**config.mk**
```make
export PLATFORM = sky130hd
export DESIGN_NAME = mf3_out_flat
export DESIGN_NICKNAME = d
export VERILOG_FILES = /design/src/design/mf3_pkg.sv /design/src/design/mf3_if.sv /design/src/design/mf3_out.sv /design/src/flat_wrapper.sv
export VERILOG_INCLUDE_DIRS = /design/src /design/src/design
export SDC_FILE = /design/constraint.sdc
export NUM_CORES = 1
export LEC_CHECK = 0
export BUFFER_PORTS_ARGS = -buffer_cell sky130_fd_sc_hd__buf_2
export CORE_ASPECT_RATIO = 0.9
export CORE_UTILIZATION = 54
export DETAILED_ROUTE_END_ITERATION = 8
export PLACE_DENSITY = 0.81
export SETUP_SLACK_MARGIN = 0.05
export SYNTH_ARGS = -nofsm -noshare
export SYNTH_HDL_FRONTEND = slang
export SYNTH_SLANG_ARGS = --single-unit
```
**constraint.sdc**
```tcl
create_clock -name clock -period 4.8 [get_ports clock]
set_input_delay 0 -clock clock [delete_from_list [all_inputs] [get_ports clock]]
set_output_delay 0 -clock clock [all_outputs]
set_load 0.005 [all_outputs]
```
**src/design/assert_macros.svh**
```systemverilog
// assertion macros shared by the mean filter rtl
// no dependencies
`ifndef ASSERT_MACROS_SVH
`define ASSERT_MACROS_SVH

// check on every clock edge outside of reset
`define MF3_ASSERT(label, clk, rst, prop) \
   label: assert property (@(posedge clk) disable iff (rst) prop) \
      else $error("assertion failed: %m");

// check on every clock edge, reset included
`define MF3_ASSERT_ALWAYS(label, clk, prop) \
   label: assert property (@(posedge clk) prop) \
      else $error("assertion failed: %m");

`endif

```
**src/design/mf3_pkg.sv**
```systemverilog
// types and constants of the 3x3 mean filter
// no dependencies
package mf3_pkg;

   localparam int unsigned PIX_W      = 8;
   localparam int unsigned ROW_W      = 12;
   localparam int unsigned COL_W      = 10;
   localparam int unsigned WREG_W     = 11;
   localparam int unsigned HREG_W     = 12;
   localparam int unsigned LIM_W      = 13;
   localparam int unsigned CSUM_W     = 10;
   localparam int unsigned SUM_W      = 12;
   localparam int unsigned LINE_W     = 2 * PIX_W;
   localparam int unsigned CSR_IDX_W  = 4;
   localparam int unsigned CSR_DATA_W = 16;

   localparam logic [CSR_IDX_W-1:0] CSR_IMAGE_WIDTH  = 4'd0;
   localparam logic [CSR_IDX_W-1:0] CSR_IMAGE_HEIGHT = 4'd1;

   localparam logic [WREG_W-1:0] WIDTH_RESET  = 11'd640;
   localparam logic [HREG_W-1:0] HEIGHT_RESET = 12'd480;

   localparam logic CMD_PIXEL = 1'b0;
   localparam logic CMD_DRAIN = 1'b1;

   // floor(x / 9) = (x * 7282) >> 16 for x below 2^12
   localparam int unsigned     RECIP_W    = 13;
   localparam logic [12:0]     DIV9_RECIP = 13'd7282;
   localparam int unsigned     DIV9_SHIFT = 16;

   typedef enum logic [2:0] {
      OP_NONE,
      OP_ROW0,
      OP_ROW1,
      OP_BODY,
      OP_DRAIN
   } op_type;

   typedef struct packed {
      op_type             op;
      logic               col_first;
      logic               col_second;
      logic               last_col;
      logic               last_tick;
      logic [ROW_W-1:0]   row;
      logic [COL_W-1:0]   col;
      logic [PIX_W-1:0]   pixel;
   } item_meta_type;

   typedef struct packed {
      logic [PIX_W-1:0]   value;
      logic [ROW_W-1:0]   row;
      logic [COL_W-1:0]   col;
      logic               end_of_run;
      logic               end_of_frame;
   } rsp_word_type;

   typedef struct packed {
      logic [1:0]         count;
      logic               mean0;
      logic [SUM_W-1:0]   sum;
      rsp_word_type       slot0;
      rsp_word_type       slot1;
   } result_pair_type;

endpackage

```
**src/design/mf3_if.sv**
```systemverilog


interface mf3_rsp_if import mf3_pkg::*; ();
   logic             valid;
   logic             ready;
   logic [PIX_W-1:0] filtered_value;
   logic [ROW_W-1:0] out_row;
   logic [COL_W-1:0] out_col;
   logic             end_of_run;
   logic             end_of_frame;

   modport source (output valid, output filtered_value, output out_row, output out_col,
                   output end_of_run, output end_of_frame, input ready);
   modport sink   (input valid, input filtered_value, input out_row, input out_col,
                   input end_of_run, input end_of_frame, output ready);
endinterface


```
**src/design/mf3_out.sv**
```systemverilog
// divide by nine and the two-slot output register feeding the result channel
// depends on mf3_pkg, mf3_if, assert_macros.svh
`include "assert_macros.svh"

module mf3_out import mf3_pkg::*; (
   input  logic            clock,
   input  logic            reset,
   input  logic            s2_valid,
   input  result_pair_type s2_word,
   output logic            s2_take,
   mf3_rsp_if.source       rsp_ch
);

   logic [1:0]               out_n_ff, out_n_in;
   rsp_word_type             slot0_ff, slot0_in;
   rsp_word_type             slot1_ff, slot1_in;
   logic [SUM_W+RECIP_W-1:0] prod;
   logic                     rsp_fire;
   logic                     can_load;

   assign prod     = (SUM_W+RECIP_W)'(s2_word.sum) * (SUM_W+RECIP_W)'(DIV9_RECIP);
   assign rsp_fire = rsp_ch.valid && rsp_ch.ready;
   assign can_load = (out_n_ff == 2'd0) || (out_n_ff == 2'd1 && rsp_fire);
   assign s2_take  = s2_valid && can_load;

   always_comb begin
      out_n_in = out_n_ff;
      slot0_in = slot0_ff;
      slot1_in = slot1_ff;
      if (s2_take) begin
         out_n_in = s2_word.count;
         slot0_in = s2_word.slot0;
         slot1_in = s2_word.slot1;
         if (s2_word.mean0) begin
            slot0_in.value = prod[DIV9_SHIFT +: PIX_W];
         end
      end else if (rsp_fire) begin
         out_n_in = out_n_ff - 2'd1;
         slot0_in = slot1_ff;
      end
   end

   always_ff @(posedge clock) begin
      if (reset) begin
         out_n_ff <= '0;
      end else begin
         out_n_ff <= out_n_in;
      end
   end

   always_ff @(posedge clock) begin
      slot0_ff <= slot0_in;
      slot1_ff <= slot1_in;
   end

   assign rsp_ch.valid          = (out_n_ff != 2'd0);
   assign rsp_ch.filtered_value = slot0_ff.value;
   assign rsp_ch.out_row        = slot0_ff.row;
   assign rsp_ch.out_col        = slot0_ff.col;
   assign rsp_ch.end_of_run     = slot0_ff.end_of_run;
   assign rsp_ch.end_of_frame   = slot0_ff.end_of_frame;

   // a new pair never lands on top of two pending words
   `MF3_ASSERT(no_load_when_full, clock, reset, (out_n_ff == 2'd2) |-> !s2_take)

endmodule

```
**src/flat_wrapper.sv**
```systemverilog
// flat-port wrapper written by rule: the top's interface ports become plain ports
module mf3_out_flat import mf3_pkg::*;
  (clock, reset, s2_valid, s2_word, s2_take, rsp_ch_valid, rsp_ch_filtered_value, rsp_ch_out_row, rsp_ch_out_col, rsp_ch_end_of_run, rsp_ch_end_of_frame, rsp_ch_ready);
  mf3_rsp_if rsp_ch_i ();
  input  logic clock;
  input  logic reset;
  input  logic s2_valid;
  input  result_pair_type s2_word;
  output logic s2_take;
  output wire logic [$bits(rsp_ch_i.valid)-1:0] rsp_ch_valid;
  output wire logic [$bits(rsp_ch_i.filtered_value)-1:0] rsp_ch_filtered_value;
  output wire logic [$bits(rsp_ch_i.out_row)-1:0] rsp_ch_out_row;
  output wire logic [$bits(rsp_ch_i.out_col)-1:0] rsp_ch_out_col;
  output wire logic [$bits(rsp_ch_i.end_of_run)-1:0] rsp_ch_end_of_run;
  output wire logic [$bits(rsp_ch_i.end_of_frame)-1:0] rsp_ch_end_of_frame;
  input wire logic [$bits(rsp_ch_i.ready)-1:0] rsp_ch_ready;
  assign rsp_ch_valid = rsp_ch_i.valid;
  assign rsp_ch_filtered_value = rsp_ch_i.filtered_value;
  assign rsp_ch_out_row = rsp_ch_i.out_row;
  assign rsp_ch_out_col = rsp_ch_i.out_col;
  assign rsp_ch_end_of_run = rsp_ch_i.end_of_run;
  assign rsp_ch_end_of_frame = rsp_ch_i.end_of_frame;
  assign rsp_ch_i.ready = rsp_ch_ready;
  mf3_out u_core (.clock(clock), .reset(reset), .s2_valid(s2_valid), .s2_word(s2_word), .s2_take(s2_take), .rsp_ch(rsp_ch_i));
endmodule
```
Word-level counts from Yosys, hierarchy flattened
Cells that the tools add are included.
{"block": "totals", "regBits": 66, "latch_bits": 0, "mem_bits_rw": 0, "romBits": 0, "inputBits": 83, "out_inout_bits": 34, "word_cells": 26, "memories": 0}
{"block": "classes", "n_addsub": 1, "n_mul": 1, "n_div": 0, "order_cmp": 0, "n_eq_ne": 1, "shifts": 0, "mux": 5, "bitwise": 0, "reduce_logical": 7}
{"operator": "two-way mux 32 bit", "n": 2}
{"operator": "multiplier 12 x 12 -> 23 bit (second input constant)", "n": 1}
{"operator": "two-way mux 8 bit", "n": 1}
{"operator": "two-way mux 2 bit", "n": 2}
{"operator": "nonzero test 2 bit", "n": 2}
{"operator": "logical AND 1 bit", "n": 3}
{"operator": "== test 2 x 1 -> 1 bit (second input constant)", "n": 1}
{"operator": "zero test 2 bit", "n": 1}
{"operator": "subtractor 2 x 1 -> 2 bit (second input constant)", "n": 1}
{"operator": "logical OR 1 bit", "n": 1}

Logic depth before layout (Yosys ltp)
Gate-level depths: netlist (run 1).
{"block": "logic_depth", "depth_word": 6, "depth_mapped": 18, "mapped_depth_nobuf": 18}

Worst setup path after synthesis (run 1)
OpenSTA, ideal clock, no wires.
{"block": "synth_timing", "path_type": "input -> register", "start": "input port s2_word[65] (netlist bit)", "end": "register u_core.slot0_ff, in the netlist u_core.rsp_ch.filtered_value[4] (data pin)", "setup_ns": 0.263, "t_arrival_ns": 3.996, "t_required_ns": 4.537, "slack_ns": 0.541, "cell_stages": 18, "path_buffers": 0, "cell_sequence": "inv_1 > fa_1 > inv_1 > ha_1 > inv_1 > fa_1 > inv_1 > fa_1 > inv_1 > fa_1 > inv_1 > ha_1 > a21oi_1 > o21ai_1 > a41o_1 > a221oi_2 > xor2_1 > o21ai_0"}
{"element": "start, declared", "line_no": "flat_wrapper.sv:8", "rtl": "input result_pair_type s2_word;"}
{"element": "end signal, assigned", "line_no": "mf3_out.sv:52", "rtl": "slot0_ff <= slot0_in;"}
{"element": "end, declared", "line_no": "mf3_out.sv:15", "rtl": "rsp_word_type slot0_ff, slot0_in;"}

==> results of run 1 <==
## Yosys cell counts (3+ instances only)
master	n	area, um^2
inv_1	57	214
xor2_1	6	52.6
o21ai_0	12	60.1
nor3b_1	6	45.0
a31oi_1	3	18.8
xnor2_1	4	35.0
fa_1	29	581
clkbuf_1	7	26.3
edfxtp_1	64	1920
ha_1	69	863
a21o_1	4	30.0
a221oi_2	3	45.0
nand2_1	88	330
a21oi_1	15	75.1
o21a_1	4	30.0
## timing repair
action                     4_1_cts  5_1_grt
hold endpoints to repair        58        0
setup endpoints to repair        0        1
hold buffers                    59        0
gates resized for setup          0        2
## worst max-delay path, stage by stage
cell and delay, ns:
buf_2 0.11, inv_1 0.06, fa_1 0.54, inv_1 0.06
ha_1 0.30, inv_1 0.06, fa_1 0.50, inv_1 0.06
fa_1 0.51, inv_1 0.06, fa_1 0.54, inv_1 0.04
ha_1 0.33, a21oi_1 0.33, o21ai_1 0.16, a41o_1 0.28
a221oi_2 0.29, xor2_1 0.17, o21ai_0 0.09
## routing by layer
metal | wire (um) | GRT usage
met1 | 4750 | 0.314
met2 | 6260 | 0.523
met3 | 697 | 0.0641
met4 | 565 | 0.162
met5 | 0 | 0
## final cells by class
| class | instances | area share |
|---|---|---|
| multi-input cells | 272 | 0.395 |
| flip-flops and latches | 66 | 0.322 |
| repair buffers | 177 | 0.195 |
| clock buffers | 9 | 0.0203 |
| inverters | 58 | 0.0358 |
| clock inverters | 7 | 0.0115 |
| well taps | 99 | 0.0203 |
## flip-flops by register name, summed over array words and instances, names as in the netlist
name	flops
u_core.rsp_ch.out_col	10
u_core.out_n_ff	2
u_core.rsp_ch.end_of_frame	1
u_core.slot1_ff	32
u_core.rsp_ch.end_of_run	1
u_core.rsp_ch.out_row	12
u_core.rsp_ch.filtered_value	8
## power groups by stage
stage | clock [W] | combinational [W] | sequential, W
CTS | 0.000455 | 0.00148 | 0.000816
floorplan | 0 | 0.00102 | 0.000839
detailed placement | 0 | 0.00143 | 0.000826
global route | 0.000490 | 0.00176 | 0.000834
finish | 0.000468 | 0.00159 | 0.000825
global placement | 0 | 0.00137 | 0.000825
## metrics by stage
stage	util	instances	area [um^2]	setup slack, ns
CTS	0.746	688	6070	0.457
finish	0.748	688	6090	0.375
floorplan	-	403	4600	0.541
detailed placement	0.649	613	5290	0.116
global placement	0.649	613	5290	0.244
global route	0.748	688	6090	0.108
## kinds of logic (layout without fill, tap and decap cells)
family / count (synthesis) / after routing
buffers and inverters: 65 / 251
AO/OA/AOI/OAI: 58 / 58
flip-flops: 66 / 66
AND/OR/NAND/NOR: 106 / 106
adder cells (fa/ha/maj): 98 / 98
XOR/XNOR: 10 / 10
## path summary, 6_finish.rpt
| path | from | endpoint | slack [ns] | cells past startpoint |
|---|---|---|---|---|
| max | s2_word[65] | u_core.rsp_ch.filtered_value[4]$_DFFE_PP_ | 0.38 | 19 |
| min reg2reg | u_core.slot1_ff[20]$_DFFE_PP_ | u_core.rsp_ch.out_row[8]$_DFFE_PP_ | 0.52 | 2 |
| max reg2reg | u_core.out_n_ff[0]$_SDFFE_PP0P_ | u_core.rsp_ch.filtered_value[7]$_DFFE_PP_ | 2.15 | 8 |
| min | s2_word[57] | u_core.rsp_ch.filtered_value[1]$_DFFE_PP_ | 0.13 | 4 |
==> reports/metrics.yaml, run 1 <==
outcome:
  status: "completed"
pwr:
  p_sw_frac: 0.416
  p_per_area_nw_per_um2: 473
  p_sw_w: 0.00120
  vdd_drop_max_v: 0.000361
  pwr-share-seq: 0.286
  clkPwrFrac: 0.162
  p_total_w: 0.00288
  internal_power_w: 0.00168
  combPwrFrac: 0.552
  p_leak_nw: 3.00
final_layout:
  layout_commonest_cell: "buf_2"
  drive_gt1_frac: 0.241
  diodes: 0
  syn_to_final_growth_pct: 32.5
  fillerInstances: 498
  seqCellArea_um2: 1960
  layout.nets: 765
  layout_common_cells: "116 x buf_2, 88 x nand2_1, 69 x ha_1"
  multi_input_area_um2: 2410
drt:
  post_drt_wl_per_cell_um: 17.8
  first_pass_iters: 5
  ant_nets: 0
  wl_um: 12300
  vias_per_cell: 5.49
  vias: 3778
  drt-initial-drc-count: 197
  route.detailed.drc: 0
grt:
  antenna_found_initial: 0
  overflow: 0
  grt_pass1_wl_um: 18500
  grt_max_degree: 60
  grt_pass1_vias: 3964
  track_usage: 0.287
timing:
  rsz0062_at_grt: "false"
  drv_slew: 0
  max_clock_freq_ghz: 0.226
  fin_setup_tns_ns: 0
  hold_ws_ns: 0.130
  layout_min_cycle_time_ns: 4.42
  fin_crit_sh: 0.922
  worstMarginPinSlew_ns: 1.10
  finalHoldViolations: 0
  slew_headroom: 0.266
  setup_viol: 0
  fin_skew_ns: 0.00959
clocking:
  cts_buffers: 9
  post_cts_buffers: 0
  root_buffer: "clkbuf_8"
  clkSinkCount: 66
  htree_num_levels: 3
  clk_latency_ns: 0.35
  cts_buffer_depth: 2
  cts_tree: "done"
  clk_pin_slew_worst_paths_ns: 0.08
place:
  dp.final_hpwl_um: 7490
  gp_congestion: 0.869
  port-buffer-count: 116
synthesis:
  async_flop_share: 0
  synth-simple-area-share: 0.0999
  synth_area_per_cell_um2: 11.4
  synth_edf_count: 64
  synth_seq_cells: 66
  synth_compound_area_frac: 0.0868
  yosysWarnings: 0
  ys_types: 38
  synthCells: 403
  syn_area_um2: 4600
  synth.yosys.seq_area_share: 0.427
  synthMuxAreaShare: 0
  synthAdderAreaFrac: 0.314
  synth_top_family_by_area: "adder cells"
  synth_xor_area_frac: 0.0191
  ys.flop_type: "edfxtp_1"
  synthesis.nets: 584
worst_setup_path:
  worst_ep_arrival_time_ns: 4.51
  cp-end-kind: "register"
  critical_path.startpoint_type: "primary input"
  crit_path_max_fanout: 4
  critical_path_class: "primary input to register"
  required_ns: 4.89
floorplanning:
  core_um2: 8150
  rows: 31
  die_x_um: 99.2
  die_area_um2: 8880
  start_util: 0.564
  dieHeight_um: 89.5
  io_pins: 117
flow_run:
  cap_violations: 0
worst_hold_path:
  hold_path_class: "primary input to register"
Note: power is estimated with default switching activity, not from simulation.
==> run 2, diff against run 1 <==
Settings changed: PLACE_DENSITY 0.81 to default, PLACE_DENSITY_LB_ADDON from default to 0.3.
==> run 2 against run 1 <==
  * Utilization shrank 0.34 points
  * Via count shrank 4.1%
  * Final area shrank 0.45%
  * Critical path depth is the same
  * Total power shrank 4.2%
  * Clock skew shrank 0.0039 ns
  * Final cell count shrank 0.15%
  * Sequential cell count is the same
  * Highest routed layer unchanged
==> reports/metrics.yaml, run 2 (synthesis results as in run 1) <==
clocking:
  cts_tree: "done"
  post_cts_buffers: 0
  cts_resized: 0
  clk_latency_ns: 0.33
  clk_pin_slew_worst_paths_ns: 0.07
  clkSinkCount: 66
  hold_buffers: 59
  htree_num_levels: 3
  cts_buffer_depth: 2
  cts_buffers: 9
  root_buffer: "clkbuf_8"
timing:
  fin_skew_ns: 0.00567
  slew_headroom: 0.281
  rsz0062_at_grt: "false"
  setup_viol: 0
  hold_ws_ns: 0.149
  fin_setup_tns_ns: 0
  fin_crit_sh: 0.911
  worstMarginPinSlew_ns: 1.08
  layout_min_cycle_time_ns: 4.37
  drv_slew: 0
  max_clock_freq_ghz: 0.229
  finalHoldViolations: 0
final_layout:
  drive_gt1_frac: 0.238
  fin_util: 0.744
  layout_common_cells: "116 x buf_2, 88 x nand2_1, 69 x ha_1"
  diodes: 0
  largest-register: "u_core.slot1_ff"
  layout.nets: 765
  layout_commonest_cell: "buf_2"
  largest_reg_flops: 32
  syn_to_final_growth_pct: 31.9
worst_setup_path:
  cp_num_buf_inv: 7
  worst_ep_arrival_time_ns: 4.45
  cp_common_cell: "inv_1"
  path_cells: "buf_2, inv_1, fa_1, inv_1, ha_1, inv_1, fa_1, inv_1, fa_1, inv_1, fa_1, inv_1, ha_1, a21oi_1, and2_1, a221oi_2, o21ai_0, a21oi_1, o31ai_1"
  crit_family: "adder cells"
  r2r_slack_ns: 2.35
  crit_path_max_fanout: 5
  max_stage_delay_ns: 0.54
  critical_path.startpoint_type: "primary input"
  critPathSlowestCell: "fa_1"
  required_ns: 4.87
  cp-end-kind: "register"
  critical_path_class: "primary input to register"
grt:
  grt_util_met1: 0.317
  use_met3: 0.0539
  antenna_found_initial: 0
  track_usage: 0.260
  grt_max_degree: 60
  grt_pass1_vias: 3663
  overflow: 0
  top_usage_layer: "met2"
  grt_pass1_wl_um: 17200
  met2_usage: 0.466
place:
  gp_congestion: 0.922
  port-buffer-count: 116
  dp.final_hpwl_um: 7530
drt:
  vias_per_cell: 5.27
  route.detailed.drc: 0
  ant_nets: 0
  first_pass_iters: 4
  wl_um: 11100
  drt-initial-drc-count: 159
  vias: 3623
  post_drt_wl_per_cell_um: 16.1
floorplanning:
  io_pins: 117
  die_x_um: 99.2
  start_util: 0.564
  rows: 31
  die_area_um2: 8880
  dieHeight_um: 89.5
  core_um2: 8150
pwr:
  p_leak_nw: 2.99
  p_per_area_nw_per_um2: 456
  p_total_w: 0.00276
  vdd_drop_max_v: 0.000256
flow_run:
  cap_violations: 0
worst_hold_path:
  hold_path_class: "primary input to register"
outcome:
  status: "completed"
[run 2: cell count changes in the layout (fill, tap and decap cells not counted)]
cell,delta
clkinv_2,+1
clkinv_4,-1
a221oi_2,+1
o31ai_1,+1
a221oi_4,-1
o31ai_2,-1
clkinvlp_4,-1
[run 2: layer usage]
| metal | part of all wire | routed length [um] |
|---|---|---|
| met2 | 0.50 | 5560 |
| met4 | 0.025 | 280 |
| met3 | 0.058 | 638 |
| met5 | 0 | 0 |
| met1 | 0.41 | 4590 |
[run 2: worst paths after layout]
kind,cells past startpoint,to,startpoint
worst max-delay path,19,u_core.rsp_ch.filtered_value[7]$_DFFE_PP_,s2_word[65]
worst min-delay path,4,u_core.rsp_ch.filtered_value[2]$_DFFE_PP_,s2_word[58]
worst max register to register,9,u_core.out_n_ff[1]$_SDFFE_PP0P_,u_core.out_n_ff[0]$_SDFFE_PP0P_
worst min register to register,2,u_core.rsp_ch.end_of_run$_DFFE_PP_,u_core.slot1_ff[1]$_DFFE_PP_
[run 2: stage by stage]
step                setup slack (ns)  cells  cell area, um^2
floorplan                      0.541    403             4600
global placement               0.240    613             5290
detailed placement             0.167    613             5290
CTS                            0.493    687             6060
global route                   0.163    687             6060
finish                         0.426    687             6060
[run 2: where the power goes]
group / internal (W) / switching, W
Sequential: 0.000789 / 0.0000300
Combinational: 0.000639 / 0.000863
Clock: 0.000233 / 0.000208
Total: 0.00166 / 0.00110
[run 2: area by class of cell]
class                           count  area (um^2)
Fill cell                         491         2080
Tap cell                           99          124
Multi-Input combinational cell    272         2390
Timing Repair Buffer              177         1190
Inverter                           58          218
Sequential cell                    66         1960
Clock inverter                      6         58.8
Clock buffer                        9          124
[run 2: worst reg2reg max path: cells and delay by family (launching register included)]
family	cells	cell delay [ns]
compound gates	1	0.17
fa+ha+maj	1	0.14
buf+inv	4	1.48
flops	1	0.32
simple gates	3	0.29
==> run 3, diff against run 2 <==
==> constraint.sdc (replaced) <==
create_clock -name clock -period 4.8 [get_ports clock]
set_input_delay 0.96 -clock clock [delete_from_list [all_inputs] [get_ports clock]]
set_output_delay 0.96 -clock clock [all_outputs]
set_load 0.005 [all_outputs]
==> run 3 against run 2 <==
  * Largest cell class unchanged
  * Sequential power down 0.6%
  * Clock skew up 0.0022 ns
  * Worst setup slack worse by 0.45 ns
  * Final cell count is 0.73% lower
  * Sequential cell count unchanged
  * Critical path depth is the same
  * The run now ends with negative setup slack left
==> reports/metrics.yaml, run 3 (synthesis results as in run 1) <==
timing:
  finalHoldViolations: 0
  final.setup.worst_slack_ns: -0.0220
  worstMarginPinSlew_ns: 0.636
  setup_viol: 3
  layout_min_cycle_time_ns: 4.82
  drv_slew: 0
  fin_crit_sh: 1.00
  fin_skew_ns: 0.00785
  slew_headroom: 0.576
  max_clock_freq_ghz: 0.207
  rsz0062_at_grt: "true"
final_layout:
  diodes: 0
  layout_commonest_cell: "buf_2"
  largest_reg_flops: 32
  fin_util: 0.753
  largest-register: "u_core.slot1_ff"
  layout_common_cells: "112 x buf_2, 88 x nand2_1, 64 x edfxtp_1"
  drive_gt1_frac: 0.379
  fillerInstances: 539
  layout.nets: 760
  syn_to_final_growth_pct: 33.4
place:
  gp_congestion: 0.872
  dp.final_hpwl_um: 8030
  port-buffer-count: 116
pwr:
  p_per_area_nw_per_um2: 547
  internal_power_w: 0.00209
  p_total_w: 0.00335
  vdd_drop_max_v: 0.000346
  clkPwrFrac: 0.142
  p_sw_w: 0.00127
  combPwrFrac: 0.616
  p_sw_frac: 0.377
  pwr-share-seq: 0.243
  p_leak_nw: 3.03
clocking:
  clk_latency_ns: 0.33
  cts_buffer_depth: 2
  cts_tree: "done"
  root_buffer: "clkbuf_8"
  htree_num_levels: 3
  clk_pin_slew_worst_paths_ns: 0.06
  cts_buffers: 9
  clkSinkCount: 66
drt:
  drt-initial-drc-count: 138
  route.detailed.drc: 0
  ant_nets: 0
  vias_per_cell: 5.16
  wl_met1_um: 4370
  first_pass_iters: 5
  route.met3.wl_um: 558
  wl_um: 10400
  post_drt_wl_per_cell_um: 15.2
  route.met2.wl_um: 5290
  routed.top_layer: "met4"
  vias: 3521
worst_setup_path:
  max_stage_delay_ns: 0.54
  required_ns: 4.96
  crit_family: "adder cells"
  critical_path_class: "primary input to register"
  critical_path.startpoint_type: "primary input"
  path_cells: "buf_8, inv_8, fa_1, inv_2, ha_4, inv_2, fa_1, inv_1, fa_1, inv_1, fa_1, inv_2, ha_4, o211ai_1, buf_4, a221oi_4, o21ai_1, and3_1, o31ai_1"
  cp_num_buf_inv: 8
  cp-end-kind: "register"
  r2r_slack_ns: 2.62
  reg2reg_depth: 9
  rr_startpoint: "u_core.out_n_ff[0]$_SDFFE_PP0P_"
  rr_endpoint: "u_core.rsp_ch.filtered_value[6]$_DFFE_PP_"
  cp_common_cell: "fa_1"
  worst_ep_arrival_time_ns: 4.98
  crit_path_max_fanout: 5
  critPathSlowestCell: "fa_1"
grt:
  grt_pass1_wl_um: 16600
  overflow: 0
  grt_max_degree: 59
  track_usage: 0.244
  grt_pass1_vias: 3691
  antenna_found_initial: 0
outcome:
  violations: "negative setup slack"
  status: "complete, but fails checks"
floorplanning:
  rows: 31
  io_pins: 117
  die_area_um2: 8880
  dieHeight_um: 89.5
  core_um2: 8150
  die_x_um: 99.2
  start_util: 0.564
worst_hold_path:
  whs_path_depth: 2
  hold_path_class: "register to register"
  hold_path_end: "u_core.rsp_ch.out_col[1]$_DFFE_PP_"
  worstHoldStart: "u_core.slot1_ff[3]$_DFFE_PP_"
flow_run:
  cap_violations: 0
run 3: area by class of cell:
class / instances / area [um^2] / area share
inverters: 58 / 225 / 0.0367
flip-flops and latches: 66 / 1960 / 0.320
well taps: 99 / 124 / 0.0202
clock inverters: 4 / 67.6 / 0.0110
multi-input cells: 272 / 2590 / 0.422
clock buffers: 11 / 131 / 0.0214
repair buffers: 172 / 1030 / 0.169
run 3: metal layers:
layer / GRT usage / up-vias
met5: 0 / -
met4: 0.0615 / 0
met3: 0.0586 / 15
met2: 0.441 / 105
met1: 0.298 / 1668
li1: - / 1733
run 3: tightest hold or removal path, stage by stage, from the launching register on:
cell      delay, ns
edfxtp_1       0.32
nand2_1        0.04
nand2_1        0.05
run 3: how the worst max path moves through the flow:
stage,from,endpoint,slack (ns),depth (start not counted)
floorplan,s2_word[66],u_core.rsp_ch.filtered_value[2]$_DFFE_PP_,-0.1,18
global placement,s2_word[66],u_core.rsp_ch.filtered_value[2]$_DFFE_PP_,-0.34,19
detailed placement,s2_word[66],u_core.rsp_ch.filtered_value[7]$_DFFE_PP_,-0.45,18
CTS,s2_word[69],u_core.rsp_ch.filtered_value[2]$_DFFE_PP_,-0.009,17
global route,s2_word[66],u_core.rsp_ch.filtered_value[7]$_DFFE_PP_,-0.16,19
finish,s2_word[66],u_core.rsp_ch.filtered_value[7]$_DFFE_PP_,-0.02,19
run 3: stage by stage:
step | std cells | setup TNS, ns | hold slack [ns] | setup WS, ns | instance area [um^2]
after floorplan | 403 | -0.189 | 0.491 | -0.0985 | 4650
after global placement | 662 | -2.50 | 0.492 | -0.336 | 5710
after detailed placement | 662 | -3.24 | 0.500 | -0.455 | 5710
after CTS | 682 | -0.00869 | 0.514 | -0.00869 | 6070
after global routing | 682 | -0.876 | 0.538 | -0.156 | 6130
final | 682 | -0.0378 | 0.514 | -0.0220 | 6130
run 3: timing repair:
item | 4_1_cts | 5_1_grt
endpoints found under the setup margin | 8 | 8
setup buffers | 5 | 0
gates resized for setup | 31 | 9
hold buffers | 0 | 0
pin swaps | 14 | 10
run 3: power by group through the flow:
stage               logic (W)  clock network [W]  registers [W]
detailed placement    0.00181                  0       0.000826
global route          0.00229           0.000506       0.000825
finish                0.00206           0.000475       0.000814
CTS                   0.00197           0.000481       0.000815
floorplan             0.00111                  0       0.000839
global placement      0.00174                  0       0.000822
